`src/rtl/tre_pkg.sv`:
```
`timescale 1ns / 1ps
`default_nettype none

package tre_pkg;

    // field widths
    localparam int ADDR_W     = 15;
    localparam int WORD_W     = 16;
    localparam int ROWS_W     = 8;
    localparam int TBLC_W     = 3;
    localparam int CFG_IDX_W  = 2;
    localparam int CFG_DATA_W = 15;

    // register reset values
    localparam logic [ADDR_W-1:0] START_RESET  = 15'd1984;
    localparam logic [ROWS_W-1:0] ROWS_RESET   = 8'd32;
    localparam logic [TBLC_W-1:0] TABLES_RESET = 3'd4;

    // parameter defaults
    localparam int ROW_COLUMNS_DEF  = 64;
    localparam int TABLE_STRIDE_DEF = 2048;
    localparam int MAX_TABLES_DEF   = 4;
    localparam int QUEUE_DEPTH      = 2;

    // register indexes
    typedef enum logic [CFG_IDX_W-1:0] {
        REG_START  = 2'd0,
        REG_ROWS   = 2'd1,
        REG_TABLES = 2'd2
    } cfg_reg_t;

    // decoder phase, one-hot
    typedef enum logic [2:0] {
        PH_LIT = 3'b001,
        PH_VAL = 3'b010,
        PH_CNT = 3'b100
    } phase_t;

    // configuration seen by the write sequencer
    typedef struct packed {
        logic [ADDR_W-1:0] start_word_address;
        logic [ROWS_W-1:0] row_count;
        logic [TBLC_W-1:0] table_count;
    } cfg_t;

endpackage

`default_nettype wire

```
`src/rtl/tre_channels.sv`:
```
`timescale 1ns / 1ps
`default_nettype none

// compressed source word channel
interface tre_src_if import tre_pkg::*; ();
    logic              valid;
    logic              ready;
    logic [WORD_W-1:0] source_word;

    modport source (output valid, output source_word, input ready);
    modport sink   (input valid, input source_word, output ready);
endinterface

// tile RAM write channel
interface tre_write_if import tre_pkg::*; ();
    logic              valid;
    logic              ready;
    logic [ADDR_W-1:0] write_address;
    logic [WORD_W-1:0] tile_value;
    logic              run_last;
    logic              map_done;

    modport source (output valid, output write_address, output tile_value,
                    output run_last, output map_done, input ready);
    modport sink   (input valid, input write_address, input tile_value,
                    input run_last, input map_done, output ready);
endinterface

`default_nettype wire

```
`src/rtl/tre_front.sv`:
```
`timescale 1ns / 1ps
`default_nettype none

module tre_front import tre_pkg::*;
#(
    parameter  int ROW_COLUMNS = ROW_COLUMNS_DEF,
    localparam int CNT_W       = $clog2(ROW_COLUMNS + 1)
)
(
    input  wire logic             clk,
    input  wire logic             rst_n,
    tre_src_if.sink               src,
    output logic                  cmd_valid,
    input  wire logic             cmd_ready,
    output logic [WORD_W-1:0]     cmd_value,
    output logic [CNT_W-1:0]      cmd_copies
);

    phase_t            phase_reg, phase_next;
    logic [WORD_W-1:0] held_reg, held_next;
    logic              accept;
    logic              is_count;
    logic              is_escape_phase;

    assign src.ready = cmd_ready;
    assign accept    = src.valid && cmd_ready;

    assign is_count        = (phase_reg == PH_CNT);
    assign is_escape_phase = (phase_reg == PH_VAL);

    // a word becomes a command when it is a literal or a run count
    assign cmd_valid = src.valid &&
                       (is_count || (!is_escape_phase && src.source_word != '0));
    assign cmd_value = is_count ? held_reg : src.source_word;

    // copies clipped to one row, the sequencer clips further to the room left
    always_comb
    begin
        if (!is_count)
            cmd_copies = CNT_W'(1);
        else if (src.source_word >= WORD_W'(ROW_COLUMNS - 1))
            cmd_copies = CNT_W'(ROW_COLUMNS);
        else
            cmd_copies = src.source_word[CNT_W-1:0] + CNT_W'(1);
    end

    // phase decoder
    always_comb
    begin
        phase_next = phase_reg;
        held_next  = held_reg;
        if (accept)
        begin
            unique case (phase_reg)
                PH_VAL:
                begin
                    held_next  = src.source_word;
                    phase_next = PH_CNT;
                end
                PH_CNT:
                    phase_next = PH_LIT;
                default:
                    phase_next = (src.source_word == '0) ? PH_VAL : PH_LIT;
            endcase
        end
    end

    always_ff @(posedge clk or negedge rst_n)
    begin
        if (!rst_n)
        begin
            phase_reg <= PH_LIT;
            held_reg  <= '0;
        end
        else
        begin
            phase_reg <= phase_next;
            held_reg  <= held_next;
        end
    end

endmodule

`default_nettype wire

```
`src/rtl/tre_queue.sv`:
```
`timescale 1ns / 1ps
`default_nettype none

module tre_queue
#(
    parameter  int WIDTH = 8,
    parameter  int DEPTH = 2,
    localparam int PTR_W = (DEPTH > 1) ? $clog2(DEPTH) : 1,
    localparam int CNT_W = $clog2(DEPTH + 1)
)
(
    input  wire logic             clk,
    input  wire logic             rst_n,
    input  wire logic             in_valid,
    output logic                  in_ready,
    input  wire logic [WIDTH-1:0] in_data,
    output logic                  out_valid,
    input  wire logic             out_ready,
    output logic [WIDTH-1:0]      out_data
);

    logic [WIDTH-1:0] slot_reg [DEPTH];
    logic [PTR_W-1:0] wr_ptr_reg, wr_ptr_next;
    logic [PTR_W-1:0] rd_ptr_reg, rd_ptr_next;
    logic [CNT_W-1:0] fill_reg, fill_next;
    logic             push, pop;

    assign in_ready  = (fill_reg != CNT_W'(DEPTH));
    assign out_valid = (fill_reg != '0);
    assign out_data  = slot_reg[rd_ptr_reg];
    assign push      = in_valid && in_ready;
    assign pop       = out_valid && out_ready;

    // pointer and fill bookkeeping
    always_comb
    begin
        wr_ptr_next = wr_ptr_reg;
        rd_ptr_next = rd_ptr_reg;
        fill_next   = fill_reg;
        if (push)
            wr_ptr_next = (wr_ptr_reg == PTR_W'(DEPTH - 1)) ? '0 : wr_ptr_reg + PTR_W'(1);
        if (pop)
            rd_ptr_next = (rd_ptr_reg == PTR_W'(DEPTH - 1)) ? '0 : rd_ptr_reg + PTR_W'(1);
        if (push && !pop)
            fill_next = fill_reg + CNT_W'(1);
        else if (pop && !push)
            fill_next = fill_reg - CNT_W'(1);
    end

    always_ff @(posedge clk or negedge rst_n)
    begin
        if (!rst_n)
        begin
            wr_ptr_reg <= '0;
            rd_ptr_reg <= '0;
            fill_reg   <= '0;
        end
        else
        begin
            wr_ptr_reg <= wr_ptr_next;
            rd_ptr_reg <= rd_ptr_next;
            fill_reg   <= fill_next;
        end
    end

    // storage
    always_ff @(posedge clk)
    begin
        if (push)
            slot_reg[wr_ptr_reg] <= in_data;
    end

endmodule

`default_nettype wire

```
`src/rtl/tre_back.sv`:
```
`timescale 1ns / 1ps
`default_nettype none

module tre_back import tre_pkg::*;
#(
    parameter  int ROW_COLUMNS  = ROW_COLUMNS_DEF,
    parameter  int TABLE_STRIDE = TABLE_STRIDE_DEF,
    parameter  int MAX_TABLES   = MAX_TABLES_DEF,
    localparam int CNT_W        = $clog2(ROW_COLUMNS + 1),
    localparam int COL_W        = $clog2(ROW_COLUMNS),
    localparam int TBL_W        = (MAX_TABLES > 1) ? $clog2(MAX_TABLES) : 1
)
(
    input  wire logic              clk,
    input  wire logic              rst_n,
    input  wire cfg_t              cfg,
    input  wire logic              cmd_valid,
    output logic                   cmd_ready,
    input  wire logic [WORD_W-1:0] cmd_value,
    input  wire logic [CNT_W-1:0]  cmd_copies,
    tre_write_if.source            dst
);

    localparam int TE_W = TBL_W + 1;

    logic              busy_reg, busy_next;
    logic [WORD_W-1:0] value_reg;
    logic [CNT_W-1:0]  left_reg, left_next;
    logic [COL_W-1:0]  col_reg, col_next;
    logic [ROWS_W-1:0] row_reg, row_next;
    logic [TBL_W-1:0]  tbl_reg, tbl_next;

    logic              out_valid_reg, out_valid_next;
    logic [ADDR_W-1:0] out_addr_reg;
    logic [WORD_W-1:0] out_value_reg;
    logic              out_last_reg;
    logic              out_done_reg;

    logic              load, fire;
    logic              col_wrap, row_wrap, tbl_wrap, last;
    logic [ROWS_W-1:0] rows_eff;
    logic [TE_W-1:0]   tables_eff;
    logic [ROWS_W:0]   row_inc;
    logic [TE_W-1:0]   tbl_inc;
    logic [ADDR_W-1:0] tbl_off, row_off, addr;

    // effective limits
    assign rows_eff = (cfg.row_count == '0) ? ROWS_W'(1) : cfg.row_count;

    always_comb
    begin
        if (cfg.table_count == '0)
            tables_eff = TE_W'(1);
        else if (32'(cfg.table_count) > MAX_TABLES)
            tables_eff = TE_W'(MAX_TABLES);
        else
            tables_eff = TE_W'(cfg.table_count);
    end

    // write address of the current position
    assign tbl_off = ADDR_W'(tbl_reg * TABLE_STRIDE);
    assign row_off = ADDR_W'(row_reg * ROW_COLUMNS);
    assign addr    = cfg.start_word_address + tbl_off - row_off + ADDR_W'(col_reg);

    // position wrap detection
    assign row_inc  = {1'b0, row_reg} + (ROWS_W + 1)'(1);
    assign tbl_inc  = {1'b0, tbl_reg} + TE_W'(1);
    assign col_wrap = (col_reg == COL_W'(ROW_COLUMNS - 1));
    assign row_wrap = col_wrap && (row_inc >= {1'b0, rows_eff});
    assign tbl_wrap = row_wrap && (tbl_inc >= tables_eff);
    assign last     = (left_reg == CNT_W'(1)) || col_wrap;

    assign cmd_ready = !busy_reg;
    assign load      = cmd_valid && !busy_reg;
    assign fire      = busy_reg && (!out_valid_reg || dst.ready);

    // run sequencer
    always_comb
    begin
        busy_next = busy_reg;
        left_next = left_reg;
        col_next  = col_reg;
        row_next  = row_reg;
        tbl_next  = tbl_reg;
        if (load)
        begin
            busy_next = 1'b1;
            left_next = cmd_copies;
        end
        else if (fire)
        begin
            left_next = left_reg - CNT_W'(1);
            if (last)
                busy_next = 1'b0;
            if (col_wrap)
            begin
                col_next = '0;
                if (row_wrap)
                begin
                    row_next = '0;
                    tbl_next = tbl_wrap ? '0 : tbl_inc[TBL_W-1:0];
                end
                else
                    row_next = row_inc[ROWS_W-1:0];
            end
            else
                col_next = col_reg + COL_W'(1);
        end
    end

    always_comb
    begin
        if (fire)
            out_valid_next = 1'b1;
        else if (dst.ready)
            out_valid_next = 1'b0;
        else
            out_valid_next = out_valid_reg;
    end

    always_ff @(posedge clk or negedge rst_n)
    begin
        if (!rst_n)
        begin
            busy_reg      <= 1'b0;
            left_reg      <= '0;
            col_reg       <= '0;
            row_reg       <= '0;
            tbl_reg       <= '0;
            out_valid_reg <= 1'b0;
        end
        else
        begin
            busy_reg      <= busy_next;
            left_reg      <= left_next;
            col_reg       <= col_next;
            row_reg       <= row_next;
            tbl_reg       <= tbl_next;
            out_valid_reg <= out_valid_next;
        end
    end

    // payload registers
    always_ff @(posedge clk)
    begin
        if (load)
            value_reg <= cmd_value;
        if (fire)
        begin
            out_addr_reg  <= addr;
            out_value_reg <= value_reg;
            out_last_reg  <= last;
            out_done_reg  <= tbl_wrap;
        end
    end

    assign dst.valid         = out_valid_reg;
    assign dst.write_address = out_addr_reg;
    assign dst.tile_value    = out_value_reg;
    assign dst.run_last      = out_last_reg;
    assign dst.map_done      = out_done_reg;

endmodule

`default_nettype wire

```
`src/rtl/tilemap_rle_expander_core.sv`:
```
`timescale 1ns / 1ps
`default_nettype none

// Tilemap run-length expander.
// src carries compressed 16-bit words; dst carries tile RAM word writes,
// each with its address, tile value, run_last and map_done.
// A nonzero word is one literal write. A zero word, then a value word,
// then a count word give count+1 writes of the value, cut at row end.
// The decoder accepts a word per cycle while its two-entry command queue
// has room; escape and value words make no command.
// The write sequencer takes a command in a load step, then makes one
// write per cycle while dst is ready, taking no new command until the
// run's last write. An accepted literal passes the command queue, the
// load step and the output register before it appears on dst.
// The user must write configuration via cfg_write/cfg_index/cfg_data
// only while idle, which the block does not enforce; index 3 is ignored.
// Reset restores the register defaults and rewinds to the first column
// of the first row of table zero. When dst stalls the write is held in the
// output register, the sequencer waits, and src keeps taking words until
// the queue is full.
module tilemap_rle_expander_core import tre_pkg::*;
#(
    parameter int ROW_COLUMNS  = ROW_COLUMNS_DEF,
    parameter int TABLE_STRIDE = TABLE_STRIDE_DEF,
    parameter int MAX_TABLES   = MAX_TABLES_DEF
)
(
    input  wire logic                  clk,
    input  wire logic                  rst_n,
    input  wire logic                  cfg_write,
    input  wire logic [CFG_IDX_W-1:0]  cfg_index,
    input  wire logic [CFG_DATA_W-1:0] cfg_data,
    tre_src_if.sink                    src,
    tre_write_if.source                dst
);

    localparam int CNT_W = $clog2(ROW_COLUMNS + 1);
    localparam int CMD_W = WORD_W + CNT_W;

    cfg_t              cfg_reg;
    logic              q_in_valid, q_in_ready;
    logic              q_out_valid, q_out_ready;
    logic [WORD_W-1:0] f_value;
    logic [CNT_W-1:0]  f_copies;
    logic [CMD_W-1:0]  q_out_data;

    // configuration registers
    always_ff @(posedge clk or negedge rst_n)
    begin
        if (!rst_n)
        begin
            cfg_reg.start_word_address <= START_RESET;
            cfg_reg.row_count          <= ROWS_RESET;
            cfg_reg.table_count        <= TABLES_RESET;
        end
        else if (cfg_write)
        begin
            unique case (cfg_index)
                REG_START:  cfg_reg.start_word_address <= cfg_data[ADDR_W-1:0];
                REG_ROWS:   cfg_reg.row_count          <= cfg_data[ROWS_W-1:0];
                REG_TABLES: cfg_reg.table_count        <= cfg_data[TBLC_W-1:0];
                default:    cfg_reg                    <= cfg_reg;
            endcase
        end
    end

    // word decoder
    tre_front #(
        .ROW_COLUMNS (ROW_COLUMNS)
    ) u_front (
        .clk        (clk),
        .rst_n      (rst_n),
        .src        (src),
        .cmd_valid  (q_in_valid),
        .cmd_ready  (q_in_ready),
        .cmd_value  (f_value),
        .cmd_copies (f_copies)
    );

    // command queue
    tre_queue #(
        .WIDTH (CMD_W),
        .DEPTH (QUEUE_DEPTH)
    ) u_queue (
        .clk       (clk),
        .rst_n     (rst_n),
        .in_valid  (q_in_valid),
        .in_ready  (q_in_ready),
        .in_data   ({f_value, f_copies}),
        .out_valid (q_out_valid),
        .out_ready (q_out_ready),
        .out_data  (q_out_data)
    );

    // write sequencer
    tre_back #(
        .ROW_COLUMNS  (ROW_COLUMNS),
        .TABLE_STRIDE (TABLE_STRIDE),
        .MAX_TABLES   (MAX_TABLES)
    ) u_back (
        .clk        (clk),
        .rst_n      (rst_n),
        .cfg        (cfg_reg),
        .cmd_valid  (q_out_valid),
        .cmd_ready  (q_out_ready),
        .cmd_value  (q_out_data[CMD_W-1:CNT_W]),
        .cmd_copies (q_out_data[CNT_W-1:0]),
        .dst        (dst)
    );

    // the final write of a map always ends its run
    a_done_is_last: assert property (@(posedge clk) disable iff (!rst_n)
        dst.valid && dst.map_done |-> dst.run_last)
        else $error("map_done without run_last");

    // a command always carries between one copy and one row of copies
    a_cmd_copies: assert property (@(posedge clk) disable iff (!rst_n)
        q_out_valid |-> (q_out_data[CNT_W-1:0] != '0) &&
                        (q_out_data[CNT_W-1:0] <= CNT_W'(ROW_COLUMNS)))
        else $error("command copy count out of range");

    // a literal word always turns into a queued command
    a_literal_queued: assert property (@(posedge clk) disable iff (!rst_n)
        src.valid && src.ready && (src.source_word != '0) && !q_in_valid
        |-> $past(src.valid && src.ready && src.source_word == '0) ||
            $past(q_in_valid && q_in_ready && f_copies == CNT_W'(1)) == 1'b0)
        else $error("literal word dropped by decoder");

endmodule

`default_nettype wire
```
`src/flat_wrapper.sv`:
```
// flat-port wrapper written by rule: the top's interface ports become plain ports
module tilemap_rle_expander_core_flat import tre_pkg::*;
#(
    parameter int ROW_COLUMNS  = ROW_COLUMNS_DEF,
    parameter int TABLE_STRIDE = TABLE_STRIDE_DEF,
    parameter int MAX_TABLES   = MAX_TABLES_DEF
)
  (clk, rst_n, cfg_write, cfg_index, cfg_data, src_valid, src_source_word, src_ready, dst_valid, dst_write_address, dst_tile_value, dst_run_last, dst_map_done, dst_ready);
  tre_src_if src_i ();
  tre_write_if dst_i ();
  input  wire logic clk;
  input  wire logic rst_n;
  input  wire logic cfg_write;
  input  wire logic [CFG_IDX_W-1:0] cfg_index;
  input  wire logic [CFG_DATA_W-1:0] cfg_data;
  input wire logic [$bits(src_i.valid)-1:0] src_valid;
  input wire logic [$bits(src_i.source_word)-1:0] src_source_word;
  output wire logic [$bits(src_i.ready)-1:0] src_ready;
  output wire logic [$bits(dst_i.valid)-1:0] dst_valid;
  output wire logic [$bits(dst_i.write_address)-1:0] dst_write_address;
  output wire logic [$bits(dst_i.tile_value)-1:0] dst_tile_value;
  output wire logic [$bits(dst_i.run_last)-1:0] dst_run_last;
  output wire logic [$bits(dst_i.map_done)-1:0] dst_map_done;
  input wire logic [$bits(dst_i.ready)-1:0] dst_ready;
  assign src_i.valid = src_valid;
  assign src_i.source_word = src_source_word;
  assign src_ready = src_i.ready;
  assign dst_valid = dst_i.valid;
  assign dst_write_address = dst_i.write_address;
  assign dst_tile_value = dst_i.tile_value;
  assign dst_run_last = dst_i.run_last;
  assign dst_map_done = dst_i.map_done;
  assign dst_i.ready = dst_ready;
  tilemap_rle_expander_core #(.ROW_COLUMNS(ROW_COLUMNS), .TABLE_STRIDE(TABLE_STRIDE), .MAX_TABLES(MAX_TABLES)) u_core (.clk(clk), .rst_n(rst_n), .cfg_write(cfg_write), .cfg_index(cfg_index), .cfg_data(cfg_data), .src(src_i), .dst(dst_i));
endmodule
```
`config.mk`:
```
export PLATFORM = sky130hd
export DESIGN_NAME = tilemap_rle_expander_core_flat
export DESIGN_NICKNAME = d
export VERILOG_FILES = /design/src/rtl/tre_pkg.sv /design/src/rtl/tre_channels.sv /design/src/rtl/tre_front.sv /design/src/rtl/tre_queue.sv /design/src/rtl/tre_back.sv /design/src/rtl/tilemap_rle_expander_core.sv /design/src/flat_wrapper.sv
export SDC_FILE = /design/constraint.sdc
export NUM_CORES = 1
export LEC_CHECK = 0
export ABC_AREA = 1
export BUFFER_PORTS_ARGS = -buffer_cell sky130_fd_sc_hd__buf_2
export CAP_MARGIN = 25
export CORE_MARGIN = 2
export CORE_UTILIZATION = 60
export DETAILED_ROUTE_END_ITERATION = 10
export PLACE_DENSITY = 0.85
export SYNTH_ARGS = -nofsm -noshare
export SYNTH_HDL_FRONTEND = slang
export SYNTH_SLANG_ARGS = --single-unit
```
`constraint.sdc`:
```
create_clock -name clk -period 3.7 [get_ports clk]
set_input_delay 0.185 -clock clk [delete_from_list [all_inputs] [get_ports clk]]
set_output_delay 0.185 -clock clk [all_outputs]
set_load 0.005 [all_outputs]
```
## After elaboration in Yosys (flattened, before gate mapping)

Memory sizes are Yosys's and may differ from the RTL's.
Cells that the tools add are included.

- Word-level logic and storage cells: 104
- Input port bits: 38
- Memories kept: 1
- Flip-flop bits (word level): 123
- Output and inout bits: 35
- Bits in writable memories: 46

Memory list:

| name | words | bits a word | rd ports | clocked after Yosys merged registers in | wr ports | RTL line | text |
|---|---|---|---|---|---|---|---|
| u_core.u_queue.slot_reg | 2 | 23 | 1 | 0 | 1 | tre_queue.sv:22 | `logic [WIDTH-1:0] slot_reg [DEPTH];` |

- Order comparisons: 4
- Eq/ne operators: 7
- Bitwise gates (word level): 1
- Reduce and logical (&&, ||, !) cells: 36
- Multiplexer cells: 24
- Add/sub/neg operators: 12

Operators by type and width:

| operator | count |
|---|---|
| 7-bit 2-to-1 mux | 4 |
| 16-bit by 6-bit >= comparator with 1-bit output (second input constant) | 1 |
| 16-bit logical NOT | 1 |
| 16-bit 2-to-1 mux | 1 |
| 8-bit 2-to-1 mux | 2 |
| 16-bit nonzero test | 1 |
| 15-bit by 13-bit adder with 15-bit output | 1 |
| 15-bit by 6-bit adder with 15-bit output | 1 |
| 15-bit by 14-bit subtractor with 15-bit output | 1 |
| 2-bit AND reduction | 6 |
| 1-bit logical AND | 10 |
| 2-bit nonzero test | 5 |
| 8-bit by 1-bit adder with 9-bit output (second input constant) | 1 |
| 9-bit by 8-bit >= comparator with 1-bit output | 1 |
| 1-bit 2-to-1 mux | 9 |
| 8-bit logical NOT | 1 |
| 2-bit 2-to-1 mux | 4 |
| 7-bit by 1-bit adder with 7-bit output (second input constant) | 1 |
| 7-bit by 1-bit == test with 1-bit output (second input constant) | 1 |
| 7-bit by 1-bit subtractor with 7-bit output (second input constant) | 1 |
| 6-bit by 1-bit adder with 6-bit output (second input constant) | 1 |
| 6-bit == test (second input constant) | 1 |
| 3-bit 2-to-1 mux | 2 |
| 6-bit 2-to-1 mux | 1 |
| 19 further kinds | 26 |

## Logic depth before layout (Yosys ltp)

- Depth in word-level cells: 10
- Gate-level depth with buffers: 15

## Modules after synthesis

From an unflattened synthesis, not the netlist that was laid out.

- Cells, all modules: 844
- Area total of the unflattened synthesis: 8310.5 um^2

Modules (own cells, without submodules):

| module | area an instance (um^2) | times used | cells an instance | seq. area each (um^2) |
|---|---|---|---|---|
| tre_back | 4080.2 | 1 | 415 | 2097.0 |
| tre_queue | 1964.4 | 1 | 149 | 1481.4 |
| tre_front | 1172.4 | 1 | 164 | 476.7 |
| tilemap_rle_expander_core | 1093.5 | 1 | 116 | 659.4 |

## Least setup slack after synthesis

Ideal clock, no wire load.

- Kind: flip-flop to flip-flop
- From: reg u_core.u_front.phase_reg[1]
- To: mem u_core.u_queue.slot_reg[1][0] (netlist name), enable pin
- Slack: 1.403 ns
- Arrival time: 1.893 ns
- Required time: 3.296 ns
- Cell stages (with the launch flop): 8
- Path through: dfrtp_1 nor2_1 nand2_1 inv_2 nor2_1 nand2_1 nand3_1 nor2_1

- Cells in the longest elaborated chain, start to end: 8

RTL lines:

| what | RTL line | text |
|---|---|---|
| start, declared | tre_front.sv:19 | `phase_t phase_reg, phase_next;` |
| start signal, assigned | tre_front.sv:77 | `phase_reg <= phase_next;` |
| 3-bit by 2-bit == test with 1-bit output | tre_front.sv:29 | `assign is_escape_phase = (phase_reg == PH_VAL);` |
| 1-bit logical NOT | tre_front.sv:33 | `(is_count \|\| (!is_escape_phase && src.source_word != '0));` |
| 1-bit logical AND | tre_front.sv:33 |  |
| 1-bit logical OR * | tre_front.sv:33 |  |
| 1-bit logical AND * | tre_front.sv:32 | `assign cmd_valid = src.valid &&` |
| 1-bit logical AND * | tre_queue.sv:31 | `assign push = in_valid && in_ready;` |
| 1-bit 2-to-1 mux * | tre_queue.sv:69 | `if (push)` |
| 1-bit 2-to-1 mux (not written as such) * | tre_queue.sv:70 | `slot_reg[wr_ptr_reg] <= in_data;` |
| end, declared | tre_queue.sv:22 |  |

Every way passes the cells marked *; elsewhere a longest branch is shown, timed or not.

## Final worst setup path

- From: reg u_core.u_back.tbl_reg[0]
- To: reg u_core.u_back.out_addr_reg[14] (netlist: u_core.u_back.dst.write_address[14]) (data pin)

- Cells in the longest elaborated chain, start to end: 3

RTL lines:

| what | RTL line | text |
|---|---|---|
| start, declared | tre_back.sv:31 | `logic [TBL_W-1:0] tbl_reg, tbl_next;` |
| start signal, assigned | tre_back.sv:138 | `tbl_reg <= tbl_next;` |
| 15-bit by 13-bit adder with 15-bit output | tre_back.sv:63 | `assign addr = cfg.start_word_address + tbl_off - row_off + ADDR_W'(col_reg);` |
| 15-bit by 14-bit subtractor with 15-bit output | tre_back.sv:63 |  |
| 15-bit by 6-bit adder with 15-bit output | tre_back.sv:63 |  |
| via u_core.u_back.addr[14] | tre_back.sv:45 | `logic [ADDR_W-1:0] tbl_off, row_off, addr;` |
| end signal, assigned | tre_back.sv:150 | `out_addr_reg <= addr;` |
| end, declared | tre_back.sv:34 | `logic [ADDR_W-1:0] out_addr_reg;` |

The timed path passes the listed nets, and every way through them passes these cells.
A chain may end at the register's enable or synchronous reset.

==> metrics.md <==
| Metric | Value |
|---|---|
| Number of fill cells | `about 900` |
| Psw | `about 2.5 mW` |
| Arrival time reported for the critical path endpoint | `between 2 and 3 ns` |
| Syn Area/Cell | `10.2 um2` |
| Unrepaired setup endpoints after global routing | `false` |
| Syn_nets | `approximately 870` |
| Internal power | `between 4 and 5 mW` |
| Via-per-instance ratio | `roughly 5.3` |
| Final clock period utilization by the worst path | `a little under two thirds` |
| Status | `complete, no violations` |
| Highest achievable clock rate | `~430 MHz` |
| Number of cells produced by synthesis | `roughly 790` |
| Net switching fraction of the power | `between 30% and 40%` |
| DRT Wirelength | `roughly 16,000 um` |
| H-tree levels | `4` |
| Maximum buffer depth of the clock tree | `2` |
| Portion of total power attributed to combinational logic | `around a third` |
| Count leader, synth | `sky130_fd_sc_hd__nand2_1` |
| Number of buffer and inverter stages on the critical path | `2` |
| Max rail drop VDD | `between 500 and 600 uV` |
| Root buffer cell | `sky130_fd_sc_hd__clkbuf_16` |
| Clk Latency, worst-skew pair | `~0.43 ns` |
| Async set-reset flop share out of synthesis | `a little over two fifths` |
| Dominant synthesized flop cell | `sky130_fd_sc_hd__edfxtp_1` |
| Power per cell area | `770 mW/mm2` |
| Number of antenna violations at the first check in global routing | `0` |
| Number of primary I/O pins | `73` |
| Via count | `approximately 5,700` |
| Hold Crit Class | `in2reg` |
| Global-route wire length before repair | `approximately 26,000 um` |
| Count of routing violations after the opening detailed-route iteration | `around 530` |
| Row count | `42` |
| Portion of total power attributed to the clock network | `24.3%` |
| Ordered list of cells on the worst path | `inv_1 -> fa_1 -> inv_1 -> ha_1 -> a21oi_1 -> o21ai_0 -> a21oi_1 -> nand2_1 -> xor2_1` |
| Top cell type by total area after synthesis | `sky130_fd_sc_hd__edfxtp_1` |
| Flop pwr share | `42.8%` |
| Number of buffer cells added on primary ports | `72` |
| Reg clk slew, reported paths | `around 0.070 ns` |
| Clk sinks | `roughly 170` |
| Detailed-route DRC error count | `0` |
| Max stage delay cell, worst path | `sky130_fd_sc_hd__fa_1` |
| Width of the die | `between 100 and 150 um` |
| Number of max-slew violations in the final report | `0` |
| Worst-case hold slack | `approximately 0.027 ns` |
| Number of different library cells in the post-synthesis netlist | `43` |
| Warning count from the yosys run | `0` |
| Leading post-synthesis cells by instance count | `210 x sky130_fd_sc_hd__nand2_1, 107 x sky130_fd_sc_hd__inv_1, 95 x sky130_fd_sc_hd__edfxtp_1` |
| Number of routed nets with antenna violations | `0` |
| Sequential area share after synthesis | `~59%` |
| Type of the worst setup path | `reg2reg` |
| Number of flops mapped to enable cells by yosys | `between 90 and 100` |
| Required time of the critical path | `around 3.9 ns` |
| Worst setup EP type | `flop` |
| Via count of the first global-routing pass | `between 5,000 and 6,000` |
| Post-synthesis instance area | `just over 0.008 mm2` |
| Critical Path Source Type | `flop` |
| Overall overflow remaining after global route | `0` |
| PostCTS Resize Cnt | `0` |
| Average routed wire per standard cell | `roughly 15 um` |
| Cell area reported after detailed placement | `between 0.008 and 0.009 mm2` |
| Height of the chip | `120 um` |
| Setup-violating endpoint count in the final report | `0` |
| Fraction of layout cells with a size suffix above 1 | `between 10% and 20%` |
| Top cells by area in the synthesized netlist | `sky130_fd_sc_hd__edfxtp_1 35%, sky130_fd_sc_hd__dfrtp_1 21%, sky130_fd_sc_hd__nand2_1 9.8%` |
| Number of maximum-capacitance constraint violations | `0` |
| Area enclosed by the die boundary | `0.0144 mm2` |
| Worst path top cell family by delay | `adder cells` |
| Clock skew after layout | `0.00885 ns` |
| Standby leakage power | `4.31 nW` |
| Post-Route Setup TNS | `0 ns` |
| Worst relative slew slack | `~40%` |
| Fin. Hold Viols | `0` |
| Area growth from synthesis to layout | `14.9%` |
| Diode count | `0` |
| Number of flip-flops under the largest register name | `46` |
| Area share of the leading cell type in the synthesized netlist | `35.4%` |
| Clock period minus final worst setup slack | `between 2 and 2.5 ns` |
| Initial core utilization | `between 60% and 70%` |
| Crit path largest cell delay | `between 0.5 and 0.6 ns` |
| Placed wire-length estimate after detailed placement | `approximately 11,000 um` |
| Transition time of the tightest slew-check pin | `slightly below 0.9 ns` |
| Worst-path fanout max | `5` |
| Clock tree from TritonCTS | `built` |
| Final design area excluding fillers | `0.00926 mm2` |
| Weighted congestion at the end of routability-driven global placement | `~0.9` |
| Final net count | `approximately 960` |
| Area inside the core boundary | `0.0132 mm2` |
| Number of register bits inferred by synthesis | `169` |
| Pin count of the biggest net entering global routing | `46` |
| Total iterations of the first detailed-routing run | `7` |
| Total CTS buffers | `17` |
| Overall Global Routing Usage | `23.8%` |
[cell families (layout without fill, tap and decap cells)]
kind of cell | count (synthesis) | after routing | share of synthesized area [%]
and+or+nand+nor | 296 | 296 | 15.6
DFF | 169 | 169 | 58.5
buffers and inverters | 130 | 233 | 6.41
AOI/OAI and AO/OA | 114 | 114 | 8.42
adders and majority gates | 46 | 46 | 7.33
xor gates and xnor gates | 28 | 28 | 3.04
muxes | 5 | 5 | 0.699
[cells in the final DEF, fill, tap and decap left out, types with 5 or more instances in the layout]
master and count:
sky130_fd_sc_hd__nor2_1 34, sky130_fd_sc_hd__o21ai_0 55, sky130_fd_sc_hd__dfrtp_1 66, sky130_fd_sc_hd__dlygate4sd3_1 8
sky130_fd_sc_hd__inv_1 107, sky130_fd_sc_hd__a31oi_1 7, sky130_fd_sc_hd__ha_1 44, sky130_fd_sc_hd__nand2_1 210
sky130_fd_sc_hd__nand3_1 21, sky130_fd_sc_hd__inv_6 5, sky130_fd_sc_hd__dfstp_2 8, sky130_fd_sc_hd__o21ai_2 18
sky130_fd_sc_hd__mux2_2 5, sky130_fd_sc_hd__clkbuf_16 17, sky130_fd_sc_hd__buf_2 71, sky130_fd_sc_hd__buf_4 6
sky130_fd_sc_hd__inv_2 7, sky130_fd_sc_hd__nand4_1 8, sky130_fd_sc_hd__xnor2_1 9, sky130_fd_sc_hd__a21oi_1 22
sky130_fd_sc_hd__nor3_1 5, sky130_fd_sc_hd__xor2_1 19, sky130_fd_sc_hd__edfxtp_1 95
[metal layers]
layer | wire length, um | part of all wire (%) | GRT usage [%]
met4 | 333 | 2.1 | 8.90
met3 | 637 | 4.0 | 5.75
met2 | 8260 | 52 | 41.5
met1 | 6750 | 42 | 28.7
met5 | 0 | 0 | 0
[power groups by stage]
stage / clock network (mW) / registers (mW) / logic, mW
2_1_floorplan: 0 / 3.00 / 1.68
3_3_place_gp: 0 / 3.05 / 2.20
3_5_place_dp: 0 / 3.07 / 2.29
4_1_cts: 1.75 / 3.05 / 2.34
5_1_grt: 1.83 / 3.11 / 2.65
6_report: 1.73 / 3.05 / 2.35
[worst min-delay path, delay by kind of cell]
kind | cells | cell delay, ns
buf+inv | 2 | 0.16
compound gates | 1 | 0.09
[stage by stage]
stage	utilization, %	cells	power, mW	worst slack, ns
after floorplan	-	788	4.68	1.40
after global placement	65.2	1027	5.25	1.44
after detailed placement	65.2	1027	5.36	1.41
after CTS	70.2	1067	7.14	1.40
after global routing	70.2	1067	7.58	1.14
final	70.2	1067	7.13	1.35
[repair_timing]
item / 4_1_cts / 5_1_grt
hold buffers: 8 / 0
setup buffers: 0 / 0
endpoints found under the hold margin: 45 / 0
[worst paths after layout]
check	start	end	slack, ns	cells past startpoint
max	u_core.u_back.tbl_reg[0]$_DFFE_PN0P_	u_core.u_back.dst.write_address[14]$_DFFE_PP_	1.35	9
min	cfg_data[6]	u_core.cfg_reg[17]$_DFFE_PN1P_	0.03	3
max reg2reg	u_core.u_back.tbl_reg[0]$_DFFE_PN0P_	u_core.u_back.dst.write_address[14]$_DFFE_PP_	1.35	9
min reg2reg	u_core.u_back.value_reg[3]$_DFFE_PP_	u_core.u_back.dst.tile_value[3]$_DFFE_PP_	0.42	0
max in group asynchronous	rst_n	u_core.cfg_reg[2]$_DFFE_PN1P_	2.50	3
min in group asynchronous	rst_n	u_core.u_front.held_reg[9]$_DFFE_PN0P_	0.31	2
[area by class of cell]
cell class	instances	area (um2)	area share [%]
Multi-Input combinational cell	489	2830	30.5
Inverter	116	438	4.73
Timing Repair Buffer	85	480	5.19
Sequential cell	169	4710	50.9
Clock buffer	19	433	4.68
Tap cell	176	220	2.38
Clock inverter	13	143	1.54
Note: power is estimated with default switching activity, not from simulation.
